--- src/i2cms_pkg.sv ---
// i2cms_pkg: shared types and codes for the I2C master bit sequencer.
// No dependencies; used by the sequencer and the testbench.
`default_nettype none

package i2cms_pkg;

   localparam int TIMEOUT_BITS_DEFAULT = 16;

   // command codes
   localparam logic [2:0] CMD_START     = 3'd0;
   localparam logic [2:0] CMD_STOP      = 3'd1;
   localparam logic [2:0] CMD_WRITE     = 3'd2;
   localparam logic [2:0] CMD_READ      = 3'd3;
   localparam logic [2:0] CMD_WAIT_ACK  = 3'd4;

   // wait-ack status codes
   localparam logic [1:0] STAT_ACKED    = 2'd0;
   localparam logic [1:0] STAT_TIMEOUT  = 2'd1;
   localparam logic [1:0] STAT_NOT_LOW  = 2'd2;

   typedef struct packed {
      logic        cmd_valid;
      logic [2:0]  command;
      logic [7:0]  tx_byte;
      logic        ack_after_read;
      logic [15:0] ack_timeout;
      logic        sda_in;
   } req_type;

   typedef struct packed {
      logic        scl_out;
      logic        sda_out;
      logic        busy_res;
      logic        done_res;
      logic [7:0]  rx_byte;
      logic [1:0]  ack_status;
   } rsp_type;

endpackage

`default_nettype wire

--- src/i2cms_chan_if.sv ---
// i2cms_chan_if: valid/ready channel carrying one payload per transaction.
// Payload type is supplied by the instantiating level (see i2cms_pkg).
`default_nettype none

interface i2cms_chan_if #(
   parameter type payload_type = logic
);
   logic        valid;
   logic        ready;
   payload_type payload;

   modport source (output valid, output payload, input ready);
   modport sink   (input valid, input payload, output ready);
endinterface

`default_nettype wire

--- src/i2c_master_bit_sequencer.sv ---
// i2c_master_bit_sequencer: timed I2C master SCL/SDA sequencer, one tick per transaction.
// Depends on i2cms_pkg and i2cms_chan_if.
//
// Pipeline: input register, then result register, between a request transaction and its response.
// Throughput: one tick per cycle while the response channel does not stall; the sequencer step is combinational.
// Reset: synchronous, active high; sequencer idle, SCL/SDA released, rx byte and status zero.
`default_nettype none

module i2c_master_bit_sequencer #(
   parameter int TIMEOUT_BITS = i2cms_pkg::TIMEOUT_BITS_DEFAULT
) (
   input  wire           clock,
   input  wire           reset,
   i2cms_chan_if.sink    req_chan,
   i2cms_chan_if.source  rsp_chan
);

   typedef enum logic [3:0] {
      ST_IDLE, ST_ST_A, ST_ST_B, ST_SP_A, ST_SP_B, ST_WR_LO, ST_WR_HI,
      ST_RD_PRE, ST_RD_LO, ST_RD_HI, ST_RD_ACK_HI, ST_RD_ACK_LO,
      ST_WA_POLL, ST_WA_HI, ST_WA_LO
   } state_type;

   // input stage
   logic                   in_vld_ff;
   i2cms_pkg::req_type     in_data_ff;
   // result stage
   logic                   rsp_vld_ff;
   i2cms_pkg::rsp_type     rsp_data_ff, rsp_data_in;

   // sequencer state
   state_type              state_ff, state_in;
   logic [1:0]             cnt_ff, cnt_in;
   logic [2:0]             bit_idx_ff, bit_idx_in;
   logic [7:0]             shift_ff, shift_in;
   logic [TIMEOUT_BITS-1:0] budget_ff, budget_in;
   logic                   scl_ff, scl_in;
   logic                   sda_ff, sda_in;
   logic                   ack_choice_ff, ack_choice_in;
   logic [1:0]             status_ff, status_in;
   logic [7:0]             rx_ff, rx_in;

   logic                   advance;
   logic                   phase_last;
   logic                   scl_now, sda_now, busy, done;
   state_type              nxt;

   assign advance        = in_vld_ff && (!rsp_vld_ff || rsp_chan.ready);
   assign req_chan.ready = !in_vld_ff || advance;
   assign rsp_chan.valid = rsp_vld_ff;
   assign rsp_chan.payload = rsp_data_ff;

   always_comb begin
      state_in      = state_ff;
      cnt_in        = cnt_ff;
      bit_idx_in    = bit_idx_ff;
      shift_in      = shift_ff;
      budget_in     = budget_ff;
      scl_in        = scl_ff;
      sda_in        = sda_ff;
      ack_choice_in = ack_choice_ff;
      status_in     = status_ff;
      rx_in         = rx_ff;
      busy          = 1'b0;
      done          = 1'b0;
      phase_last    = 1'b0;
      nxt           = ST_IDLE;

      // command accepted only while idle; unknown codes are dropped
      if (state_ff == ST_IDLE && in_data_ff.cmd_valid &&
          in_data_ff.command <= i2cms_pkg::CMD_WAIT_ACK) begin
         cnt_in     = 2'd0;
         bit_idx_in = 3'd7;
         unique case (in_data_ff.command)
            i2cms_pkg::CMD_START: begin
               scl_in = 1'b1; sda_in = 1'b1; state_in = ST_ST_A;
            end
            i2cms_pkg::CMD_STOP: begin
               scl_in = 1'b0; sda_in = 1'b0; state_in = ST_SP_A;
            end
            i2cms_pkg::CMD_WRITE: begin
               shift_in = in_data_ff.tx_byte;
               scl_in   = 1'b0;
               sda_in   = in_data_ff.tx_byte[7];
               state_in = ST_WR_LO;
            end
            i2cms_pkg::CMD_READ: begin
               ack_choice_in = in_data_ff.ack_after_read;
               shift_in      = 8'd0;
               scl_in        = 1'b0;
               state_in      = ST_RD_PRE;
            end
            default: begin
               budget_in = TIMEOUT_BITS'(in_data_ff.ack_timeout);
               state_in  = ST_WA_POLL;
            end
         endcase
      end

      // pins show the levels held during this tick
      scl_now = scl_in;
      sda_now = sda_in;

      if (state_in != ST_IDLE) begin
         busy = 1'b1;
         if (state_in == ST_RD_HI && cnt_in == 2'd0 && in_data_ff.sda_in) begin
            shift_in[bit_idx_in] = 1'b1;
         end
         if (state_in == ST_ST_A || state_in == ST_ST_B ||
             state_in == ST_SP_A || state_in == ST_SP_B) begin
            phase_last = (cnt_in == 2'd3);
         end else begin
            phase_last = (cnt_in == 2'd1);
         end
         cnt_in = cnt_in + 2'd1;
         if (phase_last) begin
            cnt_in = 2'd0;
            case (state_in)
               ST_ST_A:  begin sda_in = 1'b0; nxt = ST_ST_B; end
               ST_ST_B:  begin scl_in = 1'b0; done = 1'b1; end
               ST_SP_A:  begin scl_in = 1'b1; sda_in = 1'b1; nxt = ST_SP_B; end
               ST_SP_B:  done = 1'b1;
               ST_WR_LO: begin scl_in = 1'b1; nxt = ST_WR_HI; end
               ST_WR_HI: begin
                  scl_in = 1'b0;
                  if (bit_idx_in == 3'd0) begin
                     sda_in = 1'b1;
                     done   = 1'b1;
                  end else begin
                     bit_idx_in = bit_idx_in - 3'd1;
                     sda_in     = shift_in[bit_idx_in];
                     nxt        = ST_WR_LO;
                  end
               end
               ST_RD_PRE: begin sda_in = 1'b1; nxt = ST_RD_LO; end
               ST_RD_LO:  begin scl_in = 1'b1; nxt = ST_RD_HI; end
               ST_RD_HI: begin
                  if (bit_idx_in == 3'd0) begin
                     sda_in = !ack_choice_in;
                     scl_in = 1'b1;
                     nxt    = ST_RD_ACK_HI;
                  end else begin
                     bit_idx_in = bit_idx_in - 3'd1;
                     scl_in     = 1'b0;
                     nxt        = ST_RD_LO;
                  end
               end
               ST_RD_ACK_HI: begin scl_in = 1'b0; sda_in = 1'b1; nxt = ST_RD_ACK_LO; end
               ST_RD_ACK_LO: begin rx_in = shift_in; done = 1'b1; end
               ST_WA_POLL: begin
                  // exhausted budget wins over a low SDA
                  if (budget_in == '0) begin
                     status_in = i2cms_pkg::STAT_TIMEOUT;
                     done      = 1'b1;
                  end else begin
                     budget_in = budget_in - TIMEOUT_BITS'(1);
                     if (in_data_ff.sda_in) begin
                        nxt = ST_WA_POLL;
                     end else begin
                        scl_in = 1'b1;
                        nxt    = ST_WA_HI;
                     end
                  end
               end
               ST_WA_HI: begin
                  if (in_data_ff.sda_in) begin
                     status_in = i2cms_pkg::STAT_NOT_LOW;
                     done      = 1'b1;
                  end else begin
                     scl_in = 1'b0;
                     nxt    = ST_WA_LO;
                  end
               end
               default: begin
                  status_in = i2cms_pkg::STAT_ACKED;
                  done      = 1'b1;
               end
            endcase
            state_in = nxt;
         end
      end

      rsp_data_in.scl_out    = scl_now;
      rsp_data_in.sda_out    = sda_now;
      rsp_data_in.busy_res   = busy;
      rsp_data_in.done_res   = done;
      rsp_data_in.rx_byte    = rx_in;
      rsp_data_in.ack_status = status_in;
   end

   always_ff @(posedge clock) begin
      if (reset) begin
         in_vld_ff     <= 1'b0;
         rsp_vld_ff    <= 1'b0;
         state_ff      <= ST_IDLE;
         cnt_ff        <= 2'd0;
         bit_idx_ff    <= 3'd7;
         shift_ff      <= 8'd0;
         budget_ff     <= '0;
         scl_ff        <= 1'b1;
         sda_ff        <= 1'b1;
         ack_choice_ff <= 1'b0;
         status_ff     <= i2cms_pkg::STAT_ACKED;
         rx_ff         <= 8'd0;
      end else begin
         if (req_chan.ready) begin
            in_vld_ff <= req_chan.valid;
         end
         if (advance) begin
            rsp_vld_ff    <= 1'b1;
            state_ff      <= state_in;
            cnt_ff        <= cnt_in;
            bit_idx_ff    <= bit_idx_in;
            shift_ff      <= shift_in;
            budget_ff     <= budget_in;
            scl_ff        <= scl_in;
            sda_ff        <= sda_in;
            ack_choice_ff <= ack_choice_in;
            status_ff     <= status_in;
            rx_ff         <= rx_in;
         end else if (rsp_chan.ready) begin
            rsp_vld_ff <= 1'b0;
         end
      end
   end

   // payload registers, no reset
   always_ff @(posedge clock) begin
      if (req_chan.ready && req_chan.valid) begin
         in_data_ff <= req_chan.payload;
      end
      if (advance) begin
         rsp_data_ff <= rsp_data_in;
      end
   end

   // phase counter only passes 1 in the 4-tick start/stop phases
   assert property (@(posedge clock) disable iff (reset)
      cnt_ff[1] |-> (state_ff == ST_ST_A || state_ff == ST_ST_B ||
                     state_ff == ST_SP_A || state_ff == ST_SP_B))
      else $error("phase count out of range for state");

   assert property (@(posedge clock) disable iff (reset)
      state_ff == ST_IDLE |-> cnt_ff == 2'd0)
      else $error("phase count not cleared in idle");

   // a finished sequence leaves the sequencer idle
   assert property (@(posedge clock) disable iff (reset)
      advance && done |=> state_ff == ST_IDLE)
      else $error("sequence done but not idle");

   assert property (@(posedge clock) disable iff (reset)
      advance |=> rsp_vld_ff)
      else $error("stepped tick produced no response");

   assert property (@(posedge clock) disable iff (reset)
      in_vld_ff && !advance |=> in_vld_ff)
      else $error("held tick dropped from input stage");

endmodule

`default_nettype wire

--- src/flat_wrapper.sv ---
// flat-port wrapper written by rule: the top's interface ports become plain ports
module i2c_master_bit_sequencer_flat 
#(
   parameter int TIMEOUT_BITS = i2cms_pkg::TIMEOUT_BITS_DEFAULT
)
  (clock, reset, req_chan_valid, req_chan_payload, req_chan_ready, rsp_chan_valid, rsp_chan_payload, rsp_chan_ready);
  i2cms_chan_if #(.payload_type(i2cms_pkg::req_type)) req_chan_i ();
  i2cms_chan_if #(.payload_type(i2cms_pkg::rsp_type)) rsp_chan_i ();
  input  wire clock;
  input  wire reset;
  input wire logic [$bits(req_chan_i.valid)-1:0] req_chan_valid;
  input wire logic [$bits(req_chan_i.payload)-1:0] req_chan_payload;
  output wire logic [$bits(req_chan_i.ready)-1:0] req_chan_ready;
  output wire logic [$bits(rsp_chan_i.valid)-1:0] rsp_chan_valid;
  output wire logic [$bits(rsp_chan_i.payload)-1:0] rsp_chan_payload;
  input wire logic [$bits(rsp_chan_i.ready)-1:0] rsp_chan_ready;
  assign req_chan_i.valid = req_chan_valid;
  assign req_chan_i.payload = req_chan_payload;
  assign req_chan_ready = req_chan_i.ready;
  assign rsp_chan_valid = rsp_chan_i.valid;
  assign rsp_chan_payload = rsp_chan_i.payload;
  assign rsp_chan_i.ready = rsp_chan_ready;
  i2c_master_bit_sequencer #(.TIMEOUT_BITS(TIMEOUT_BITS)) u_core (.clock(clock), .reset(reset), .req_chan(req_chan_i), .rsp_chan(rsp_chan_i));
endmodule
--- config.mk ---
export PLATFORM = sky130hd
export DESIGN_NAME = i2c_master_bit_sequencer_flat
export DESIGN_NICKNAME = d
export VERILOG_FILES = /design/src/i2cms_pkg.sv /design/src/i2cms_chan_if.sv /design/src/i2c_master_bit_sequencer.sv /design/src/flat_wrapper.sv
export SDC_FILE = /design/constraint.sdc
export NUM_CORES = 1
export LEC_CHECK = 0
export BUFFER_PORTS_ARGS = -buffer_cell sky130_fd_sc_hd__buf_4
export CAP_MARGIN = 0
export CORE_UTILIZATION = 54
export CTS_CLUSTER_SIZE = 20
export DETAILED_ROUTE_END_ITERATION = 6
export PLACE_DENSITY_LB_ADDON = 0.15
export SYNTH_ARGS = -nofsm -noshare
export SYNTH_HDL_FRONTEND = slang
export SYNTH_SLANG_ARGS = --single-unit
--- constraint.sdc ---
create_clock -name clock -period 3.75 [get_ports clock]
set_input_delay 0.75 -clock clock [delete_from_list [all_inputs] [get_ports clock]]
set_output_delay 0.75 -clock clock [all_outputs]
set_load 0.02 [all_outputs]
==> summary.txt, run 1 <==
worst-margin pin slew - 1.08 ns
# nets final - 625
net count after synthesis - 585
CP peak stage delay - 0.56 ns
full die area - 9720 µm²
r2r worst-path depth - 12
chip height - 98.6 µm
Resize count post-CTS - 0
CP Launch Type - flip-flop
CTS tree - yes
maximum vdd drop - 0.229 mV
gp weighted congestion - 0.910
total gr overflow - 0
FMAX - 287 MHz
pre-CTS WS - 0.294 ns
Max-slew headroom - 0.279
DRT iter0 DRCs - 240
Final Skew - 0.0111 ns
Starting Density - 0.566
Mapped Avg Cell Area - 9.19 µm²
synth-to-layout area growth - 14.5%
EDFF count, synth - 44
register area share after synthesis - 0.453
Top FF cell, synth - dfxtp_1
status - finished clean
Clock Sinks - 92
Placed Cells - 685
Post CTS Setup Buffer Count - 0
yosys synthesis warning count - 0
CP endpoint kind - flip-flop
unrepaired setup endpoints after global routing - no
Cell Rows - 34
final hold viol count - 0
CTS Buf Count - 9
leakage power - 2.05 nW
die width - 98.6 µm
Tcrit/Tclk final - 0.930
clock root buffer master - clkbuf_8
H-tree depth - 3
largest net degree at the start of global routing - 47
final setup TNS - 0 ns
area of the multi-input gates - 2550 µm²
Pins Over Slew Limit - 0
dpl hpwl - 8810 µm
Req. time, crit path - 4.01 ns
via count - 4478
Setup WS post-layout - 0.263 ns
slowest CP cell - or3b_2
first-pass GRT wire length - 20100 µm
CTS max path bufs - 2
Final Non-Filler Cells - 701
FF/Latch Area - 2280 µm²
Synth Cell Area - 5040 µm²
commonest non-fill, non-tap cell in the layout - buf_4
Post-synth ARST share - 0
Placeable Area - 8890 µm²
vias in the first global route - 4145
Min-Delay Path Class - flip-flop to flip-flop
Hold Buf Count CTS - 0
Cells after Synth - 548
DR pass1 iterations - 5
vias per std cell - 6.39
I/O Buffers - 49
Max-Cap Viols - 0
hold depth - 2
ANT cells - 0
post-synthesis cell type count - 76
filler instances - 733
initial antenna violation count - 0
Routed WL - 12600 µm
antenna-violating nets left - 0
most frequent cells in the layout - buf_4, nor2_1, nand2_1
worst-path cell chain - or3b_2, nor3_4, mux2i_1, ha_1, nor2b_1, nand4_1, o22ai_1, nor3_2, buf_4, and3_1, o2bb2ai_1, a221oi_1
DR WL/cell - 18.0 µm
Crit path arrival time - 3.75 ns
P per Cell Area - 380 nW/µm²
layout cells sized above 1 - 0.187
final critical-path required period - 3.49 ns
GRT Overall Usage - 0.260
Worst Path Max Fanout - 21
crit path kind - flip-flop to flip-flop
Worst-Skew Late Latency - 0.36 ns
Yosys reg bits - 92
CTS clk-pin slew, worst paths - 0.10 ns
final setup fails - 0
Top Ports - 50
DRC viols - 0
total power - 2.19 mW
synthesized netlist by cell type, types with 3 or more instances:
cell type  number  area (µm²)
nor2_1         61         229
nand2_1        49         184
dfxtp_1        48         961
edfxtp_1       44        1320
a21oi_1        36         180
clkbuf_1       28         105
o21ai_0        23         115
a211oi_1       17         128
nand3_1        17        85.1
nor3_1         17        85.1
mux2i_1        14         140
a31oi_1        13        81.3
inv_1          13        48.8
mux2_2         10         113
nor2b_1        10        62.6
nor3b_1         9        67.6
nor4_1          7        43.8
buf_2           6        30.0
o21a_1          6        45.0
o31ai_1         6        45.0
or3_1           6        37.5
and3_1          5        31.3
nand4_1         5        31.3
o22ai_1         5        31.3
or4_1           5        37.5
and2_1          4        25.0
o211ai_1        4        30.0
o221ai_1        4        35.0
a221oi_1        3        26.3
a22oi_1         3        22.5
a311oi_1        3        26.3
ha_1            3        37.5
nand2b_1        3        18.8
nor4b_1         3        26.3
o311ai_0        3        26.3
metrics by stage:
stage                     area, µm²  hold slack (ns)   util
after CTS                      5760            0.481  0.648
after global placement         5520            0.463  0.621
final                          5770            0.484  0.648
after detailed placement       5520            0.467  0.621
after global routing           5770            0.515  0.648
after floorplan                5040            0.453      -
sequential cells by signal, indices dropped and copies added (netlist names), 2 cells and up:
name and count:
u_core.state_ff 4, u_core.status_ff 2, u_core.rsp_chan.payload 14, u_core.shift_ff 8, u_core.budget_ff 16, u_core.cnt_ff 2
u_core.rx_ff 8, u_core.bit_idx_ff 3, u_core.in_data_ff 30
critical path: cells and delay by family (launching register included):
family / cells / cell delay [ns]
buffers and inverters: 1 / 0.21
flip-flops: 1 / 0.39
AND/OR/NAND/NOR: 6 / 1.40
adder cells (fa/ha/maj): 1 / 0.33
multiplexers: 1 / 0.33
AO/OA/AOI/OAI: 3 / 0.73
where the power goes:
part | total, mW | switching, mW | leakage (nW) | internal (mW)
Clock | 0.786 | 0.392 | 0.121 | 0.394
Sequential | 1.12 | 0.0262 | 0.814 | 1.09
Combinational | 0.283 | 0.170 | 1.11 | 0.113
Total | 2.19 | 0.588 | 2.05 | 1.60
area by class of cell:
type                       count  area share
tap                          108      0.0234
inverter                      13     0.00846
sequential                    92       0.396
clock inverter                 7      0.0202
timing repair buffer          68      0.0885
multi-input combinational    404       0.442
clock buffer                   9      0.0215
cell families (layout without fill, tap and decap cells):
| group | after synthesis | count (layout) | share of synthesized area |
|---|---|---|---|
| buf+inv | 52 | 97 | 0.0440 |
| xor+xnor | 4 | 4 | 0.00696 |
| flops | 92 | 92 | 0.453 |
| simple gates | 217 | 217 | 0.223 |
| mux | 25 | 25 | 0.0547 |
| compound gates | 155 | 155 | 0.210 |
| fa+ha+maj | 3 | 3 | 0.00745 |
path summary, 6_finish.rpt:
| path | start | end | slack [ns] |
|---|---|---|---|
| worst max-delay path | u_core.in_data_ff[26] | u_core.budget_ff[13] | 0.26 |
| worst min-delay path | u_core.ack_choice_ff | u_core.ack_choice_ff | 0.48 |
| worst max register to register | u_core.in_data_ff[26] | u_core.budget_ff[13] | 0.26 |
| worst min register to register | u_core.ack_choice_ff | u_core.ack_choice_ff | 0.48 |
routing by layer:
metal  routed length [µm]  global-route usage
met1                 5480               0.338
met2                 6150               0.437
met3                  737              0.0404
met4                  233               0.102
met5                    0                   0
Power figures use the tool's default switching activity.
==> run 2, diff against run 1 <==
CORE_UTILIZATION = 55   (was 54)
CTS_BUF_LIST = sky130_fd_sc_hd__clkbuf_8   (was unset)
==> run 2 against run 1 <==
  * Hold slack got worse by 0.00085 ns
  * Critical path depth did not move
  * First-iteration DRC count rose by 43%
  * Setup slack improved by 0.045 ns
  * Routed wire length rose by 0.10%
  * Die area fell by 1.8%
  * Count of clock-buffer cells in the layout rose by 1
  * Via count rose by 1.2%
  * Highest routed layer unchanged
  * Clock skew rose by 0.00088 ns
  * The flow now finishes with violations (design-rule violations)
==> summary.txt, run 2 (same netlist as run 1, synthesis figures left out) <==
slowest CP cell - or3b_2
Crit path arrival time - 3.72 ns (-0.03 ns)
initial antenna violation count - 0 (unchanged)
dpl hpwl - 8770 µm (-0.42%)
H-tree depth - 3 (unchanged)
layout cells sized above 1 - 0.193 (+0.00577)
chip height - 97.7 µm (-0.89%)
Max-Cap Viols - 0 (unchanged)
Cell Rows - 34 (unchanged)
CP peak stage delay - 0.57 ns (about the same)
filler instances - 733 (unchanged)
total power - 2.07 mW (-5.4%)
DRT iter0 DRCs - 343 (+43%)
r2r worst-path depth - 12 (unchanged)
Starting Density - 0.572 (+0.00547)
largest net degree at the start of global routing - 47 (unchanged)
met1 usage - 0.353 (+0.0149)
first-pass GRT wire length - 20000 µm (-0.24%)
full die area - 9540 µm² (-1.8%)
antenna-violating nets left - 0 (unchanged)
final hold viol count - 0 (unchanged)
maximum vdd drop - 0.236 mV (+2.8%)
worst-path cell chain - or3b_2, nor3_4, mux2i_1, ha_2, nor2b_1, nand4_1, o22ai_1, nor3_2, buf_4, and3_1, o2bb2ai_1, a221oi_1
CTS tree - yes
CTS Buf Count - 9 (unchanged)
Worst Hold Endpoint - u_core.ack_choice_ff
Pins Over Slew Limit - 0 (unchanged)
die width - 97.7 µm (-0.89%)
CTS max path bufs - 2 (unchanged)
crit path kind - flip-flop to flip-flop
gp weighted congestion - 0.907 (-0.42%)
Biggest register - u_core.in_data_ff
ANT cells - 0 (unchanged)
leakage power - 2.05 nW (about the same)
FF-to-FF Start - u_core.in_data_ff[27]
final critical-path required period - 3.44 ns (-0.0452 ns)
status - finished, violations left
Clock Sinks - 92 (unchanged)
total gr overflow - 0 (unchanged)
CP Launch Type - flip-flop
DR pass1 iterations - 7 (+2)
vias per std cell - 6.43 (+0.73%)
FF/Latch Area - 2280 µm² (unchanged)
clock root buffer master - clkbuf_8
Final Skew - 0.0120 ns (+0.000878 ns)
P per Cell Area - 360 nW/µm² (-5.2%)
# nets final - 628 (+0.48%)
R2R Path End - u_core.budget_ff[13]
Placeable Area - 8810 µm² (-0.96%)
final setup TNS - 0 ns (unchanged)
CP endpoint kind - flip-flop
I/O Buffers - 49 (unchanged)
Routed WL - 12600 µm (+0.10%)
FMAX - 291 MHz (+1.3%)
Tcrit/Tclk final - 0.918 (-0.0120)
most frequent cells in the layout - buf_4, nor2_1, nand2_1
commonest non-fill, non-tap cell in the layout - buf_4
DR WL/cell - 17.9 µm (-0.32%)
Top Ports - 50 (unchanged)
failing checks - design-rule violations
final setup fails - 0 (unchanged)
Post CTS Setup Buffer Count - 0 (unchanged)
vias in the first global route - 4145 (unchanged)
area of the multi-input gates - 2550 µm² (about the same)
met3 Use GR - 0.0432 (+0.00274)
worst-margin pin slew - 0.786 ns (-0.295 ns)
via count - 4530 (+1.2%)
Min-Delay Path Class - flip-flop to flip-flop
number of flip-flops in the largest register - 30 (unchanged)
met2 GRT Util - 0.438 (+0.000918)
synth-to-layout area growth - 14.3%
Req. time, crit path - 4.03 ns (+0.02 ns)
CTS clk-pin slew, worst paths - 0.10 ns (about the same)
hold depth - 2 (unchanged)
Most Used Layer, Global Route - met2
Worst Path Max Fanout - 10 (-52%)
Max-slew headroom - 0.472 (+0.192)
HP Start - u_core.ack_choice_ff
R2R Setup Slk - 0.31 ns (+0.05 ns)
GRT Overall Usage - 0.266 (+0.00572)
Worst-Skew Late Latency - 0.38 ns (+0.02 ns)
unrepaired setup endpoints after global routing - no
DRC viols - 8 (+8)
==> run 2: where the power goes <==
group / internal (mW) / switching, mW / leakage [nW]
sequential: 1.09 / 0.0270 / 0.814
combinational: 0.116 / 0.169 / 1.14
clock: 0.272 / 0.394 / 0.0975
==> run 2: cell type report <==
type,instances,area share
clock buffer,10,0.0239
inverter,13,0.00847
tap,108,0.0235
multi-input combinational,404,0.443
timing repair buffer,71,0.0947
sequential,92,0.396
clock inverter,6,0.0100
==> run 2: stage by stage <==
| stage | instances | hold slack, ns | instance area, µm² | setup slack (ns) | utilization |
|---|---|---|---|---|---|
| global route | 704 | 0.520 | 5760 | 0.0317 | 0.654 |
| detailed placement | 688 | 0.472 | 5550 | 0.245 | 0.631 |
| finish | 704 | 0.483 | 5760 | 0.308 | 0.654 |
| CTS | 704 | 0.486 | 5750 | 0.216 | 0.653 |
| floorplan | 548 | 0.453 | 5040 | 0.0911 | - |
| global placement | 688 | 0.461 | 5550 | 0.438 | 0.631 |
==> run 2: repair_timing <==
action / 4_1_cts / 5_1_grt
gates resized for setup: 0 / 2
hold buffers: 0 / 0
endpoints found under the setup margin: 0 / 5
==> run 2: worst max path at each step <==
stage	start	endpoint	slack (ns)	cells after the start
floorplan	u_core.in_data_ff[26]	u_core.budget_ff[6]	0.09	15
global route	u_core.in_data_ff[27]	u_core.budget_ff[13]	0.03	12
finish	u_core.in_data_ff[27]	u_core.budget_ff[13]	0.31	12
CTS	u_core.in_data_ff[27]	u_core.budget_ff[13]	0.22	12
detailed placement	u_core.in_data_ff[27]	u_core.budget_ff[13]	0.24	12
global placement	u_core.in_data_ff[27]	u_core.budget_ff[13]	0.44	12
==> run 2: critical path: cells and delay by family (launching register included) <==
kind                     cells  cell delay, ns
AND/OR/NAND/NOR              6            1.32
multiplexers                 1            0.32
flip-flops                   1            0.52
buffers and inverters        1            0.17
AO/OA/AOI/OAI                3            0.73
adder cells (fa/ha/maj)      1            0.29
==> run 2: routing by layer <==
layer | up-vias | wire [µm]
met4 | 0 | 256
li1 | 2166 | -
met1 | 2149 | 5580
met3 | 28 | 739
met5 | - | 0
met2 | 187 | 6030
